### config.mk
export PLATFORM = sky130hd
export DESIGN_NAME = gbs_cell
export DESIGN_NICKNAME = d
export VERILOG_FILES = /design/src/sv/gbs_pkg.sv /design/src/sv/gbs_cell.sv
export SDC_FILE = /design/constraint.sdc
export NUM_CORES = 1
export LEC_CHECK = 0
export ABC_AREA = 1
export ABC_CLOCK_PERIOD_IN_PS = 2800
export BUFFER_PORTS_ARGS = -buffer_cell sky130_fd_sc_hd__buf_2
export CAP_MARGIN = 5
export CORE_AREA = 4 4 151 153
export CTS_CLUSTER_DIAMETER = 100
export DETAILED_ROUTE_END_ITERATION = 16
export DIE_AREA = 0 0 155 157
export PLACE_DENSITY = 0.59
export SETUP_SLACK_MARGIN = 0.02
export SYNTH_ARGS = -nofsm -noshare
export SYNTH_HDL_FRONTEND = slang
export SYNTH_SLANG_ARGS = --single-unit
### constraint.sdc
create_clock -name clk -period 2.8 [get_ports clk]
set_input_delay 0.14 -clock clk [delete_from_list [all_inputs] [get_ports clk]]
set_output_delay 0.14 -clock clk [all_outputs]
set_load 0.05 [all_outputs]
### src/sv/gbs_pkg.sv
// package: types, constants and codes of the greedy box suppression block
package gbs_pkg;

    localparam int MAX_KEPT        = 256;
    localparam int MAX_FRAME_BOXES = 4096;
    localparam int KEPT_IDX_W      = $clog2(MAX_KEPT);
    localparam int KEPT_CNT_W      = $clog2(MAX_KEPT + 1);
    localparam int COORD_W         = 16;
    localparam int THR_W           = 17;
    localparam int AREA_W          = 34;
    localparam int INTER_W         = 34;
    localparam int BOX_NUM_W       = 12;
    localparam int CNT_LIMIT_I     = (MAX_FRAME_BOXES - 1 > 4095) ? 4095 : MAX_FRAME_BOXES - 1;
    localparam logic [BOX_NUM_W-1:0] CNT_LIMIT = BOX_NUM_W'(CNT_LIMIT_I);
    localparam logic [THR_W-1:0] THR_RESET = THR_W'(32768);

    localparam int CFG_IDX_W = 2;
    localparam int CFG_DATA_W = 17;
    localparam logic [CFG_IDX_W-1:0] CFG_IOU_THRESHOLD = 2'd0;
    localparam logic [CFG_IDX_W-1:0] CFG_ADD_ONE_BIAS  = 2'd1;

    typedef struct packed {
        logic [COORD_W-1:0] left_edge;
        logic [COORD_W-1:0] top_edge;
        logic [COORD_W-1:0] right_edge;
        logic [COORD_W-1:0] bottom_edge;
        logic               frame_end;
    } gbs_in_t;

    typedef struct packed {
        logic [BOX_NUM_W-1:0] box_number;
        logic                 keep;
        logic                 store_overflow;
        logic                 final_box;
    } gbs_out_t;

    typedef struct packed {
        logic [COORD_W-1:0] x1;
        logic [COORD_W-1:0] y1;
        logic [COORD_W-1:0] x2;
        logic [COORD_W-1:0] y2;
    } box_t;

    typedef struct packed {
        box_t                     box;
        logic signed [AREA_W-1:0] area;
    } kept_entry_t;

    typedef struct packed {
        logic busy;
        logic hit_valid;
        logic hit;
    } iou_status_t;

    typedef enum logic [2:0] {
        ST_IDLE,
        ST_AREA,
        ST_SCAN,
        ST_DRAIN,
        ST_DONE
    } gbs_state_t;

endpackage

### src/sv/gbs_cell.sv
// one cell of the kept-box chain: holds an entry, rotates toward the head
module gbs_cell
    import gbs_pkg::*;
(
    input  logic        clk,
    input  logic        shift_en,
    input  logic        tail,
    input  logic        load,
    input  kept_entry_t nbr_data,
    input  kept_entry_t wrap_data,
    input  kept_entry_t load_data,
    output kept_entry_t data
);

    kept_entry_t entry_reg;
    kept_entry_t entry_next;

    always_comb
    begin
        entry_next = entry_reg;
        if (load)
        begin
            entry_next = load_data;
        end
        else if (shift_en)
        begin
            // the tail cell takes the head entry back
            entry_next = tail ? wrap_data : nbr_data;
        end
    end

    always_ff @(posedge clk)
    begin
        entry_reg <= entry_next;
    end

    assign data = entry_reg;

endmodule

== Word-level counts from Yosys, hierarchy flattened ==
Index checks and enable logic that the tools add are counted.
Word-level totals
  flip-flop bits (word level): 98
  input port bits: 298
  logic and storage cells: 9
Operators by class
  multiplexer cells: 3
  reductions and logical operators: 1
Operators with widths (number)
  98-bit two-way mux: 3
  2-bit nonzero test: 1

== Depth between registers and ports, before layout ==
  word-level depth: 3
  depth in mapped cells: 7
  mapped depth without buffers: 4

== Least setup slack after synthesis ==
No wires, ideal clock.
  path type: input to register
  start point: in load
  end point: reg entry_reg, in the netlist data[0], enable pin
  arrival: 1.673 ns
  required time: 2.385 ns
  path slack: 0.712 ns
  stages: 3
  buffers on the path: 2
  cells stage by stage: buf_4 -> buf_4 -> or2_2
Between the ends
  cells in the longest elaborated chain, start to end: 1
RTL lines
  from (decl): RTL line gbs_cell.sv:8  | input logic load,
  2-bit nonzero test (no source line)
  to (signal assigned): RTL line gbs_cell.sv:34  | entry_reg <= entry_next;
  to (decl): RTL line gbs_cell.sv:15  | kept_entry_t entry_reg;
Every way passes these cells.
A chain may end at the register's enable or synchronous reset.

==> metrics.cfg <==
[min_path]
hold_end = data[31]
hold_class = input port to flop
hold_start = load_data[31]
whs_path_depth = 3

[final_layout]
antenna_cells = 0
drive_gt1_frac = 0.3461
final_area_sq_um = 8364
largest_reg_flops = 98
final_net_count = 1496
syn_to_final_growth_pct = 41.75

[die]
row_count = 54
dieArea_sq_um = 24340
die_h_microns = 157
core-area_sq_um = 21550
ioPinCount = 396
start_util = 0.2738
dieWidth_microns = 155

[cts]
cts.repair.resized = 0
postCtsHoldBufs = 0
cts_buffer_depth = 2
clock-sinks = 98
cts_max_level = 3
root_buffer = clkbuf_16
path_clk_slew_ps = 70
cts_tree = built
cts_buffers = 9
post_cts_buffers = 0

[global_route]
antenna_found_initial = 0
grt_pass1_vias = 5898
grt_pass1_wl_microns = 30410
grt_usage = 0.1578
grt_max_degree = 99
overflow = 0

[timing]
setup_viol = 0
hold_viol = 0
max-slew-margin-rel = 0.2806
layout_min_cycle_time_ps = 1503
maxSlewViolCount = 0
rsz0062_at_grt = no
fmax_ghz = 0.6655
min_period_over_period = 0.5367
setup_tns_ps = 0
tightest_slew_ps = 1079

[setup_path]
critPathCaptureType = flop
crit_type = input port to flop
path_cells = buf_4, inv_4, nand3_1, nand2_1
critical_path_required_ps = 2890
critical-path-slowest-cell = inv_4
crit_arrival_ps = 1590
cp_top_family = buffers and inverters
critPathMaxFanout = 98
cp.buffers_inverters = 2
max_stage_delay_ps = 500
startpoint_type = input port

[synthesis]
yosys.area.top_type_share = 0.4987
yosysTopAreaCell = edfxtp_1
synth_edf_count = 98
synth_compound_area_frac = 0
async_flop_share = 0
muxShareOfSynthArea = 0
synth_seq_area_share = 0.4987
synth-main-ff-cell = edfxtp_1
syn_area_per_cell_sq_um = 7.118
yosys.area_share.simple = 0.3335
synthAdderAreaFrac = 0
synth_fp_nets = 1127
yosysWarningCount = 0
synth_top_family_by_area = simple AND/OR/NAND/NOR gates
ys_types = 11
synthesis.area_sq_um = 5901
syn_inst = 829
synth_xor_area_frac = 0
synth_area_leaders = edfxtp_1, nand2_1, inv_1
yosysMostFrequentCell = nand2_1
ys_ff_latch = 98
synth_commonest_cells = nand2_1, inv_1, edfxtp_1, nand3_1, buf_2

[placement]
gp_congestion = 0.8810
placed_cell_area_sq_um = 8055
io_buffers = 395
dp.final_hpwl_microns = 15230

[power_and_ir_drop]
p_leak_nw = 5.067
internal-power_mw = 2.976
swShare = 0.3536
switchingPower_mw = 1.628
powerDensity_nw_per_um2 = 550.5
p_comb_frac = 0.305
clockPowerShare = 0.291
ir_worst_vdd_uv = 280.1
seqPwrFrac = 0.404

[outcome]
status = finished, final reports clean

[routing]
drt-pass1-iter-count = 4
drt-total-wl_microns = 20520
avgViaCountPerCell = 4.149
vias = 6149
wl_per_cell_microns = 13.84
first_iter_violations = 380
ant_nets = 0
post-route-drc-count = 0

[job]
max_cap_viol_count = 0

## cell families after synthesis
family                 Yosys count
and+or+nand+nor                491
DFF                             98
buffers and inverters          240
## layout by cell type (no fill, tap or decap)
cell        Yosys  routed
clkinvlp_4      0       1
or2_4           0       1
clkinv_1        0       1
buf_2          24     393
nand3_1        98      98
inv_4           1       1
clkbuf_16       0       9
clkinv_2        0       1
buf_4           5       5
inv_1         196     196
nand2_1       392     392
clkbuf_1        8       1
bufinv_16       0       2
buf_12          0       2
edfxtp_1       98      98
clkinv_4        0       1
## through the flow
stage | cells | power [mW] | utilization | setup slack (ps) | hold slack, ps
global placement | 1467 | 3.310 | 0.3737 | 887.6 | 410.7
finish | 1482 | 4.604 | 0.3881 | 1297 | 61.79
detailed placement | 1467 | 3.316 | 0.3737 | 899.4 | 414.8
global route | 1482 | 4.841 | 0.3881 | 1157 | 44.38
CTS | 1482 | 4.676 | 0.3881 | 1288 | 38.10
floorplan | 829 | 2.847 | - | 712.1 | 321.7
## power groups by stage
stage               Sequential (mW)  Clock, mW  Combinational, mW
floorplan                      2.52          0              0.330
global placement               1.89          0               1.42
detailed placement             1.90          0               1.42
CTS                            1.86       1.39               1.42
global route                   1.88       1.45               1.51
finish                         1.86       1.34               1.41
## cell type report
cell class                      count  area, sq um
Inverter                          198        747.0
Clock inverter                      5        80.08
Multi-Input combinational cell    491         1971
Clock buffer                       10        229.0
Sequential cell                    98         2943
Fill cell                        2357        13190
Timing Repair Buffer              400         2044
Tap cell                          280        350.3
## layer usage
layer  part of all wire  track usage  up-vias  routed length [microns]
met2               0.50       0.2806      286                    10330
met1               0.39       0.1867     2653                     7942
li1                   -            -     3186                        -
met3              0.091      0.04069       24                     1875
met5                  0            0        -                        0
met4              0.018      0.05004        0                      373
## how the worst max path moves through the flow
stage / cells after the start / endpoint / startpoint / slack, ps
4_1_cts: 4 / data[26] / load / 1290
6_report: 4 / data[25] / load / 1300
3_3_place_gp: 4 / data[26] / load / 890
5_1_grt: 4 / data[23] / load / 1160
2_1_floorplan: 3 / data[0] / load / 710
3_5_place_dp: 4 / data[26] / load / 900
No activity file was read; power rests on OpenSTA's default activity.
