==> src/sv/gbs_pkg.sv <==
// package: types, constants and codes of the greedy box suppression block
package gbs_pkg;

    localparam int MAX_KEPT        = 256;
    localparam int MAX_FRAME_BOXES = 4096;
    localparam int KEPT_IDX_W      = $clog2(MAX_KEPT);
    localparam int KEPT_CNT_W      = $clog2(MAX_KEPT + 1);
    localparam int COORD_W         = 16;
    localparam int THR_W           = 17;
    localparam int AREA_W          = 34;
    localparam int INTER_W         = 34;
    localparam int BOX_NUM_W       = 12;
    localparam int CNT_LIMIT_I     = (MAX_FRAME_BOXES - 1 > 4095) ? 4095 : MAX_FRAME_BOXES - 1;
    localparam logic [BOX_NUM_W-1:0] CNT_LIMIT = BOX_NUM_W'(CNT_LIMIT_I);
    localparam logic [THR_W-1:0] THR_RESET = THR_W'(32768);

    localparam int CFG_IDX_W = 2;
    localparam int CFG_DATA_W = 17;
    localparam logic [CFG_IDX_W-1:0] CFG_IOU_THRESHOLD = 2'd0;
    localparam logic [CFG_IDX_W-1:0] CFG_ADD_ONE_BIAS  = 2'd1;

    typedef struct packed {
        logic [COORD_W-1:0] left_edge;
        logic [COORD_W-1:0] top_edge;
        logic [COORD_W-1:0] right_edge;
        logic [COORD_W-1:0] bottom_edge;
        logic               frame_end;
    } gbs_in_t;

    typedef struct packed {
        logic [BOX_NUM_W-1:0] box_number;
        logic                 keep;
        logic                 store_overflow;
        logic                 final_box;
    } gbs_out_t;

    typedef struct packed {
        logic [COORD_W-1:0] x1;
        logic [COORD_W-1:0] y1;
        logic [COORD_W-1:0] x2;
        logic [COORD_W-1:0] y2;
    } box_t;

    typedef struct packed {
        box_t                     box;
        logic signed [AREA_W-1:0] area;
    } kept_entry_t;

    typedef struct packed {
        logic busy;
        logic hit_valid;
        logic hit;
    } iou_status_t;

    typedef enum logic [2:0] {
        ST_IDLE,
        ST_AREA,
        ST_SCAN,
        ST_DRAIN,
        ST_DONE
    } gbs_state_t;

endpackage

==> src/sv/gbs_iou.sv <==
// pipelined overlap test of one kept box against the new box
module gbs_iou
    import gbs_pkg::*;
(
    input  logic                     clk,
    input  logic                     rst_n,
    input  logic                     valid_in,
    input  kept_entry_t              kept,
    input  box_t                     nbox,
    input  logic signed [AREA_W-1:0] narea,
    input  logic                     bias,
    input  logic [THR_W-1:0]         thr,
    output iou_status_t              status
);

    logic v1_reg, v2_reg, v3_reg, v4_reg, v5_reg;

    logic [COORD_W-1:0] xl, xh, yl, yh;
    logic signed [COORD_W+1:0] w_raw, h_raw, bias_ext;
    logic [COORD_W:0] w_reg, h_reg;
    logic signed [AREA_W:0] asum1_reg, asum2_reg;
    logic [INTER_W-1:0] inter2_reg, inter3_reg, inter4_reg;
    logic signed [AREA_W:0] uni_next;
    logic [AREA_W-1:0] uni3_reg;
    logic pos3_reg, pos4_reg;
    logic [THR_W+17:0] plo_reg;
    logic [THR_W+15:0] phi_reg;
    logic [THR_W+AREA_W-1:0] prod;
    logic [THR_W+AREA_W-1:0] lhs;
    logic hit_reg;

    always_comb
    begin
        xl = (kept.box.x1 > nbox.x1) ? kept.box.x1 : nbox.x1;
        xh = (kept.box.x2 < nbox.x2) ? kept.box.x2 : nbox.x2;
        yl = (kept.box.y1 > nbox.y1) ? kept.box.y1 : nbox.y1;
        yh = (kept.box.y2 < nbox.y2) ? kept.box.y2 : nbox.y2;
        bias_ext = $signed({13'd0, bias, 4'd0});
        w_raw = $signed({2'b00, xh}) - $signed({2'b00, xl}) + bias_ext;
        h_raw = $signed({2'b00, yh}) - $signed({2'b00, yl}) + bias_ext;
        uni_next = asum2_reg - $signed({1'b0, inter2_reg});
        prod = {phi_reg, 18'd0} + {16'd0, plo_reg};
        lhs = {1'b0, inter4_reg, 16'd0};
    end

    always_ff @(posedge clk or negedge rst_n)
    begin
        if (!rst_n)
        begin
            v1_reg <= 1'b0;
            v2_reg <= 1'b0;
            v3_reg <= 1'b0;
            v4_reg <= 1'b0;
            v5_reg <= 1'b0;
        end
        else
        begin
            v1_reg <= valid_in;
            v2_reg <= v1_reg;
            v3_reg <= v2_reg;
            v4_reg <= v3_reg;
            v5_reg <= v4_reg;
        end
    end

    always_ff @(posedge clk)
    begin
        // stage 1: clamped overlap extents, area sum
        w_reg     <= w_raw[COORD_W+1] ? '0 : w_raw[COORD_W:0];
        h_reg     <= h_raw[COORD_W+1] ? '0 : h_raw[COORD_W:0];
        asum1_reg <= {kept.area[AREA_W-1], kept.area} + {narea[AREA_W-1], narea};
        // stage 2: intersection
        inter2_reg <= w_reg * h_reg;
        asum2_reg  <= asum1_reg;
        // stage 3: union, positive only when it can suppress
        uni3_reg   <= uni_next[AREA_W-1:0];
        pos3_reg   <= !uni_next[AREA_W] && (uni_next != '0);
        inter3_reg <= inter2_reg;
        // stage 4: threshold times union in two partial products
        plo_reg    <= thr * uni3_reg[17:0];
        phi_reg    <= thr * uni3_reg[AREA_W-1:18];
        pos4_reg   <= pos3_reg;
        inter4_reg <= inter3_reg;
        // stage 5: compare
        hit_reg    <= pos4_reg && (lhs >= prod);
    end

    assign status.busy      = v1_reg | v2_reg | v3_reg | v4_reg | v5_reg;
    assign status.hit_valid = v5_reg;
    assign status.hit       = hit_reg;

endmodule

==> config.mk <==
export PLATFORM = sky130hd
export DESIGN_NAME = gbs_iou
export DESIGN_NICKNAME = d
export VERILOG_FILES = /design/src/sv/gbs_pkg.sv /design/src/sv/gbs_iou.sv
export SDC_FILE = /design/constraint.sdc
export NUM_CORES = 2
export LEC_CHECK = 0
export BUFFER_PORTS_ARGS = -buffer_cell sky130_fd_sc_hd__buf_4
export CORE_ASPECT_RATIO = 1.5
export CORE_UTILIZATION = 30
export CTS_BUF_LIST = sky130_fd_sc_hd__clkbuf_4
export DETAILED_ROUTE_END_ITERATION = 10
export PLACE_DENSITY = 0.51
export SLEW_MARGIN = 20
export SYNTH_ARGS = -nofsm -noshare
export SYNTH_HDL_FRONTEND = slang
export SYNTH_SLANG_ARGS = --single-unit
==> constraint.sdc <==
create_clock -name clk -period 6.8 [get_ports clk]
set_input_delay 0 -clock clk [delete_from_list [all_inputs] [get_ports clk]]
set_output_delay 0 -clock clk [all_outputs]
set_load 0.005 [all_outputs]
Word level (Yosys, flattened, before mapping)
Cells that the tools add are included.
{ "word_totals": {"reg_bits": 316, "inputBits": 217, "output_inout_bits": 3, "word_cells": 45} }
{ "op_classes": {"add_sub_neg": 7, "multipliers": 3, "order_cmp": 5, "muxes": 4, "bitwise": 4, "reduce_logical": 4} }
{ "ops": {"columns": ["op", "n"], "rows": [
  ["$mux 16", 4],
  ["$add 51x35->51", 1],
  ["$ge 50x51->1", 1],
  ["$add 17x6->18", 2],
  ["$add 34x34->35", 1],
  ["$mul 17x18->35", 1],
  ["$reduce_bool 35->1", 1],
  ["$sub 35x35->35", 1],
  ["$mul 17x17->34", 1],
  ["$sub 16x16->17", 2],
  ["$mul 17x16->33", 1],
  ["$gt 16x16->1", 2],
  ["$lt 16x16->1", 2],
  ["$or 1x1->1", 4],
  ["$logic_and 1x1->1", 2],
  ["$logic_not 1->1", 1]
]} }

Logic depth before layout (Yosys ltp)
{ "logic_depth": {"word_depth": 4, "mapped_depth": 29, "ltp_nobuf": 27} }

Worst setup path before layout
No wires, ideal clock.
{ "synth_path": {"path_type": "register to register", "from": "register h_reg[8]", "to": "register inter2_reg[33]", "setup_ps": 121, "arrival_time_ps": 6279, "t_required_ps": 6679, "setup_slack_ps": 400, "stages_incl_launch_ff": 26, "n_path_buf": 2, "period_less_slack_ps": 6400, "cell_sequence": "dfxtp_1 > clkbuf_1 > clkbuf_1 > nand2_1 > fa_1 > inv_1 > fa_1 > inv_1 > fa_1 > inv_1 > fa_1 > fa_1 > inv_1 > fa_1 > inv_1 > ha_1 > and2_1 > nand2_1 > or4_1 > a21o_1 > a211o_1 > a31oi_1 > or4_1 > a31o_2 > a21oi_1 > xnor2_1"} }
{ "synth_via": {"elab_chain_len": 1} }
{ "synth_lines": {"columns": ["item", "line", "rtl"], "rows": [
  ["start: declaration", "gbs_iou.sv:20", "logic [COORD_W:0] w_reg, h_reg;"],
  ["start signal: assignment", "gbs_iou.sv:70", "h_reg <= h_raw[COORD_W+1] ? '0 : h_raw[COORD_W:0];"],
  ["$mul 17x17->34", "gbs_iou.sv:73", "inter2_reg <= w_reg * h_reg;"],
  ["end signal: assignment", "gbs_iou.sv:73", null],
  ["end: declaration", "gbs_iou.sv:22", "logic [INTER_W-1:0] inter2_reg, inter3_reg, inter4_reg;"]
]} }
No other way between the ends.
A chain may end at the register's enable or synchronous reset.

Final worst setup path
{ "layout_path": {"from": "input port nbox[17] in the netlist's numbering", "to": "register w_reg[3]"} }
{ "layout_via": {"elab_chain_len": 4} }
{ "layout_lines": {"columns": ["item", "line", "rtl"], "rows": [
  ["start: declaration", "gbs_iou.sv:9", "input box_t nbox,"],
  ["$lt 16x16->1", "gbs_iou.sv:35", "xh = (kept.box.x2 < nbox.x2) ? kept.box.x2 : nbox.x2;"],
  ["$mux 16 *", "gbs_iou.sv:35", null],
  ["$sub 16x16->17 *", "gbs_iou.sv:39", "w_raw = $signed({2'b00, xh}) - $signed({2'b00, xl}) + bias_ext;"],
  ["$add 17x6->18 *", "gbs_iou.sv:39", null],
  ["end signal: assignment", "gbs_iou.sv:69", "w_reg <= w_raw[COORD_W+1] ? '0 : w_raw[COORD_W:0];"],
  ["end: declaration", "gbs_iou.sv:20", null]
]} }
Every way passes the cells marked *; elsewhere a longest branch is shown, timed or not.

==> impl_metrics.prom <==
# TYPE chip_impl_metric gauge
chip_impl_metric{name="synth_seq_cells",unit=""} 316
chip_impl_metric{name="grt_pass1_vias",unit=""} 37970
chip_impl_metric{name="routedLengthMet1",unit="µm"} 49150
chip_impl_metric{name="post-route-util",unit="%"} 36.23
chip_impl_metric{name="clock_sink_count",unit=""} 316
chip_impl_metric{name="core_region_area",unit="µm²"} 146300
chip_impl_metric{name="timing.critical_path.slowest_cell_delay",unit="ns"} 0.59
chip_impl_metric{name="worst_slew_margin_rel",unit="%"} 30.19
chip_impl_metric{name="die-area",unit="µm²"} 149000
chip_impl_info{name="crit_path_end_kind",value="register"} 1
chip_impl_metric{name="met3WireLength",unit="µm"} 3974
chip_impl_metric{name="cp.required",unit="ns"} 7.66
chip_impl_metric{name="ys_async_sr_fraction",unit="%"} 1.582
chip_impl_info{name="violations_in_the_final_reports",value="DRC"} 1
chip_impl_metric{name="drtPass1Iterations",unit=""} 10
chip_impl_metric{name="yosys_warnings",unit=""} 0
chip_impl_metric{name="timing.max_cap.violations",unit=""} 0
chip_impl_metric{name="ys_seq_area_share",unit="%"} 14.36
chip_impl_info{name="run_status",value="complete, but fails checks"} 1
chip_impl_metric{name="dp.final_hpwl",unit="µm"} 105400
chip_impl_metric{name="synthDominantCellAreaShare",unit="%"} 30.59
chip_impl_metric{name="grt-ovfl-total",unit=""} 0
chip_impl_metric{name="met2RoutedLength",unit="µm"} 68800
chip_impl_metric{name="syn_std_cell_area",unit="µm²"} 44240
chip_impl_info{name="highest-signal-layer",value="met4"} 1
chip_impl_metric{name="timing.final.hold_violations",unit=""} 0
chip_impl_metric{name="area_growth_syn_to_layout",unit="%"} 19.85
chip_impl_metric{name="grt_max_degree",unit=""} 35
chip_impl_metric{name="detailroute.via_count",unit=""} 34590
chip_impl_metric{name="worstPathMaxFanout",unit=""} 13
chip_impl_metric{name="synth_nets",unit=""} 6343
chip_impl_info{name="yosys.cell_count.top_type",value="sky130_fd_sc_hd__inv_1"} 1
chip_impl_metric{name="initial_core_util",unit="%"} 30.23
chip_impl_info{name="hp-class",value="primary input to register"} 1
chip_impl_info{name="critical_path.startpoint_type",value="primary input"} 1
chip_impl_metric{name="worst-path-buf-inv",unit=""} 9
chip_impl_metric{name="share_of_layout_cells_above_drive_strength_1",unit="%"} 10.95
chip_impl_metric{name="final.fill_count",unit=""} 15250
chip_impl_metric{name="cell_count_after_synthesis",unit=""} 4911
chip_impl_metric{name="max_freq",unit="GHz"} 0.1524
chip_impl_metric{name="port-buffer-count",unit=""} 219
chip_impl_metric{name="setup_viol_count_final",unit=""} 0
chip_impl_metric{name="clock_h_tree_levels",unit=""} 3
chip_impl_metric{name="detail_route.iter0.violations",unit=""} 1253
chip_impl_metric{name="synth.avg_cell_area",unit="µm²"} 9.008
chip_impl_metric{name="clock_latency_on_the_worst_skew_pair",unit="ns"} 0.97
chip_impl_metric{name="aggregate_global_route_resource_usage",unit="%"} 17.25
chip_impl_metric{name="placement_rows",unit=""} 172
chip_impl_metric{name="die_width",unit="µm"} 315.5
chip_impl_info{name="ys_top_cells_by_area",value="sky130_fd_sc_hd__fa_1 (31%), sky130_fd_sc_hd__ha_1 (15%), sky130_fd_sc_hd__dfxtp_1 (14%)"} 1
chip_impl_info{name="cp_top_family",value="buffers and inverters"} 1
chip_impl_metric{name="total_wirelength_of_the_detailed_routed_design",unit="µm"} 125400
chip_impl_metric{name="remaining_drc_errors",unit=""} 6
chip_impl_metric{name="antenna_found_initial",unit=""} 3
chip_impl_metric{name="min_period",unit="ns"} 6.560
chip_impl_metric{name="route.detailed.wl_per_inst",unit="µm"} 16.74
chip_impl_info{name="clock_tree_root",value="sky130_fd_sc_hd__clkbuf_4"} 1
chip_impl_metric{name="finish.net_count",unit=""} 6942
chip_impl_info{name="synth.top_cells.by_count",value="sky130_fd_sc_hd__inv_1 (969), sky130_fd_sc_hd__fa_1 (676), sky130_fd_sc_hd__nand2_1 (567)"} 1
chip_impl_metric{name="finalClockSkew",unit="ns"} 0.08377
chip_impl_metric{name="cts_buffer_count",unit=""} 90
chip_impl_metric{name="synth_edf_count",unit=""} 0
chip_impl_info{name="worstSetupPathType",value="primary input to register"} 1
chip_impl_info{name="tritoncts",value="done"} 1
chip_impl_info{name="leading_area_contributor_after_synthesis",value="sky130_fd_sc_hd__fa_1"} 1
chip_impl_metric{name="drt-vias-per-instance",unit=""} 4.616
chip_impl_metric{name="final_max_slew_viol_count",unit=""} 0
chip_impl_metric{name="yosys.cell_types.count",unit=""} 82
chip_impl_info{name="yosys_most_used_dff",value="sky130_fd_sc_hd__dfxtp_1"} 1
chip_impl_metric{name="cts.reportedPaths.clkPinSlew",unit="ns"} 0.06
chip_impl_info{name="crit_path_top_delay_cell",value="sky130_fd_sc_hd__dlygate4sd3_1"} 1
chip_impl_metric{name="clock_tree.buffer_depth",unit=""} 3
chip_impl_metric{name="die-height",unit="µm"} 472.3
chip_impl_metric{name="endpoint_arrival_time_on_the_critical_path",unit="ns"} 7.42
chip_impl_info{name="cp_common_cell",value="sky130_fd_sc_hd__dlygate4sd3_1"} 1
chip_impl_metric{name="antenna_violating_nets_post_route",unit=""} 0
chip_impl_metric{name="design.portCount",unit=""} 220
chip_impl_metric{name="max_slew.worst_pin.slew",unit="ns"} 1.047
chip_impl_metric{name="period_share",unit="%"} 96.48
chip_impl_metric{name="gp_congestion",unit=""} 0.8665
chip_impl_metric{name="grt_pass1_wl",unit="µm"} 201700
==> final cells by class <==
class                      instances  area (µm²)  share of cell area [%]
clock inverter                    25       168.9                  0.3186
clock buffer                     128       960.9                   1.812
multi-input combinational       3481       33790                   63.72
sequential                       316        6402                   12.08
tap                             1914        2395                   4.517
antenna                            8       20.02                 0.03776
inverter                         969        3637                   6.860
timing repair buffer             652        5650                   10.66
==> path summary, 6_finish.rpt <==
| check | endpoint | slack [ns] | startpoint | cells past startpoint |
|---|---|---|---|---|
| max | w_reg[3] | 0.24 | nbox[17] | 30 |
| min | plo_reg[3] | 0.07 | thr[3] | 5 |
| max reg2reg | inter2_reg[32] | 0.25 | w_reg[14] | 23 |
| min reg2reg | inter4_reg[11] | 0.29 | inter3_reg[11] | 0 |
| max in group asynchronous | v1_reg | 6.13 | rst_n | 4 |
| min in group asynchronous | v2_reg | 0.49 | rst_n | 4 |
==> cells in the final DEF, fill, tap and decap left out, drive strengths merged, types with 47 or more instances in the layout <==
master / n
a21o: 103
a21oi: 176
and2: 409
buf: 360
clkbuf: 128
dfxtp: 311
dlygate4sd3: 292
fa: 676
ha: 539
inv: 970
nand2: 567
nor2: 145
nor3: 47
o21ai: 88
xnor2: 150
xor2: 66
==> metal layers <==
metal | vias to the layer above | GRT usage, %
met5 | - | 0
met4 | 0 | 5.163
met3 | 178 | 2.317
met2 | 613 | 33.84
met1 | 17170 | 18.72
li1 | 16620 | -
==> repair_timing <==
| action | CTS | global route |
|---|---|---|
| hold endpoints to repair | 83 | 0 |
| setup endpoints to repair | 0 | 25 |
| gates resized for setup | 0 | 52 |
| hold buffers | 292 | 0 |
| buffers inserted | 0 | 7 |
==> kinds of logic after synthesis <==
group / share of synthesized area (%)
compound gates: 8.448
fa+ha+maj: 45.84
xor+xnor: 4.319
flops: 14.36
mux: 1.632
buf+inv: 9.475
simple gates: 15.93
==> tightest hold or removal path, delay by kind of cell <==
kind,cells,cell delay (ns)
adders and majority gates,3,0.44
buffers and inverters,1,0.31
and+or+nand+nor,1,0.19
==> metrics by stage <==
step           instances  hold WS [ns]  cell area (µm²)  TNS (ns)  setup slack (ns)
3_5_place_dp        7033       -0.1959            48780         0           0.05099
5_1_grt             7492       0.04461            53020   -0.1032          -0.06348
2_1_floorplan       4911       -0.2956            44240         0            0.4001
4_1_cts             7478      0.004603            52830         0           0.01336
3_3_place_gp        7033       -0.1979            48780         0           0.09374
6_report            7493       0.07171            53020         0            0.2396
Power is left out: the tool's default activity adds up to more than one toggle a clock period on the data nets, which glitch-free logic cannot reach.
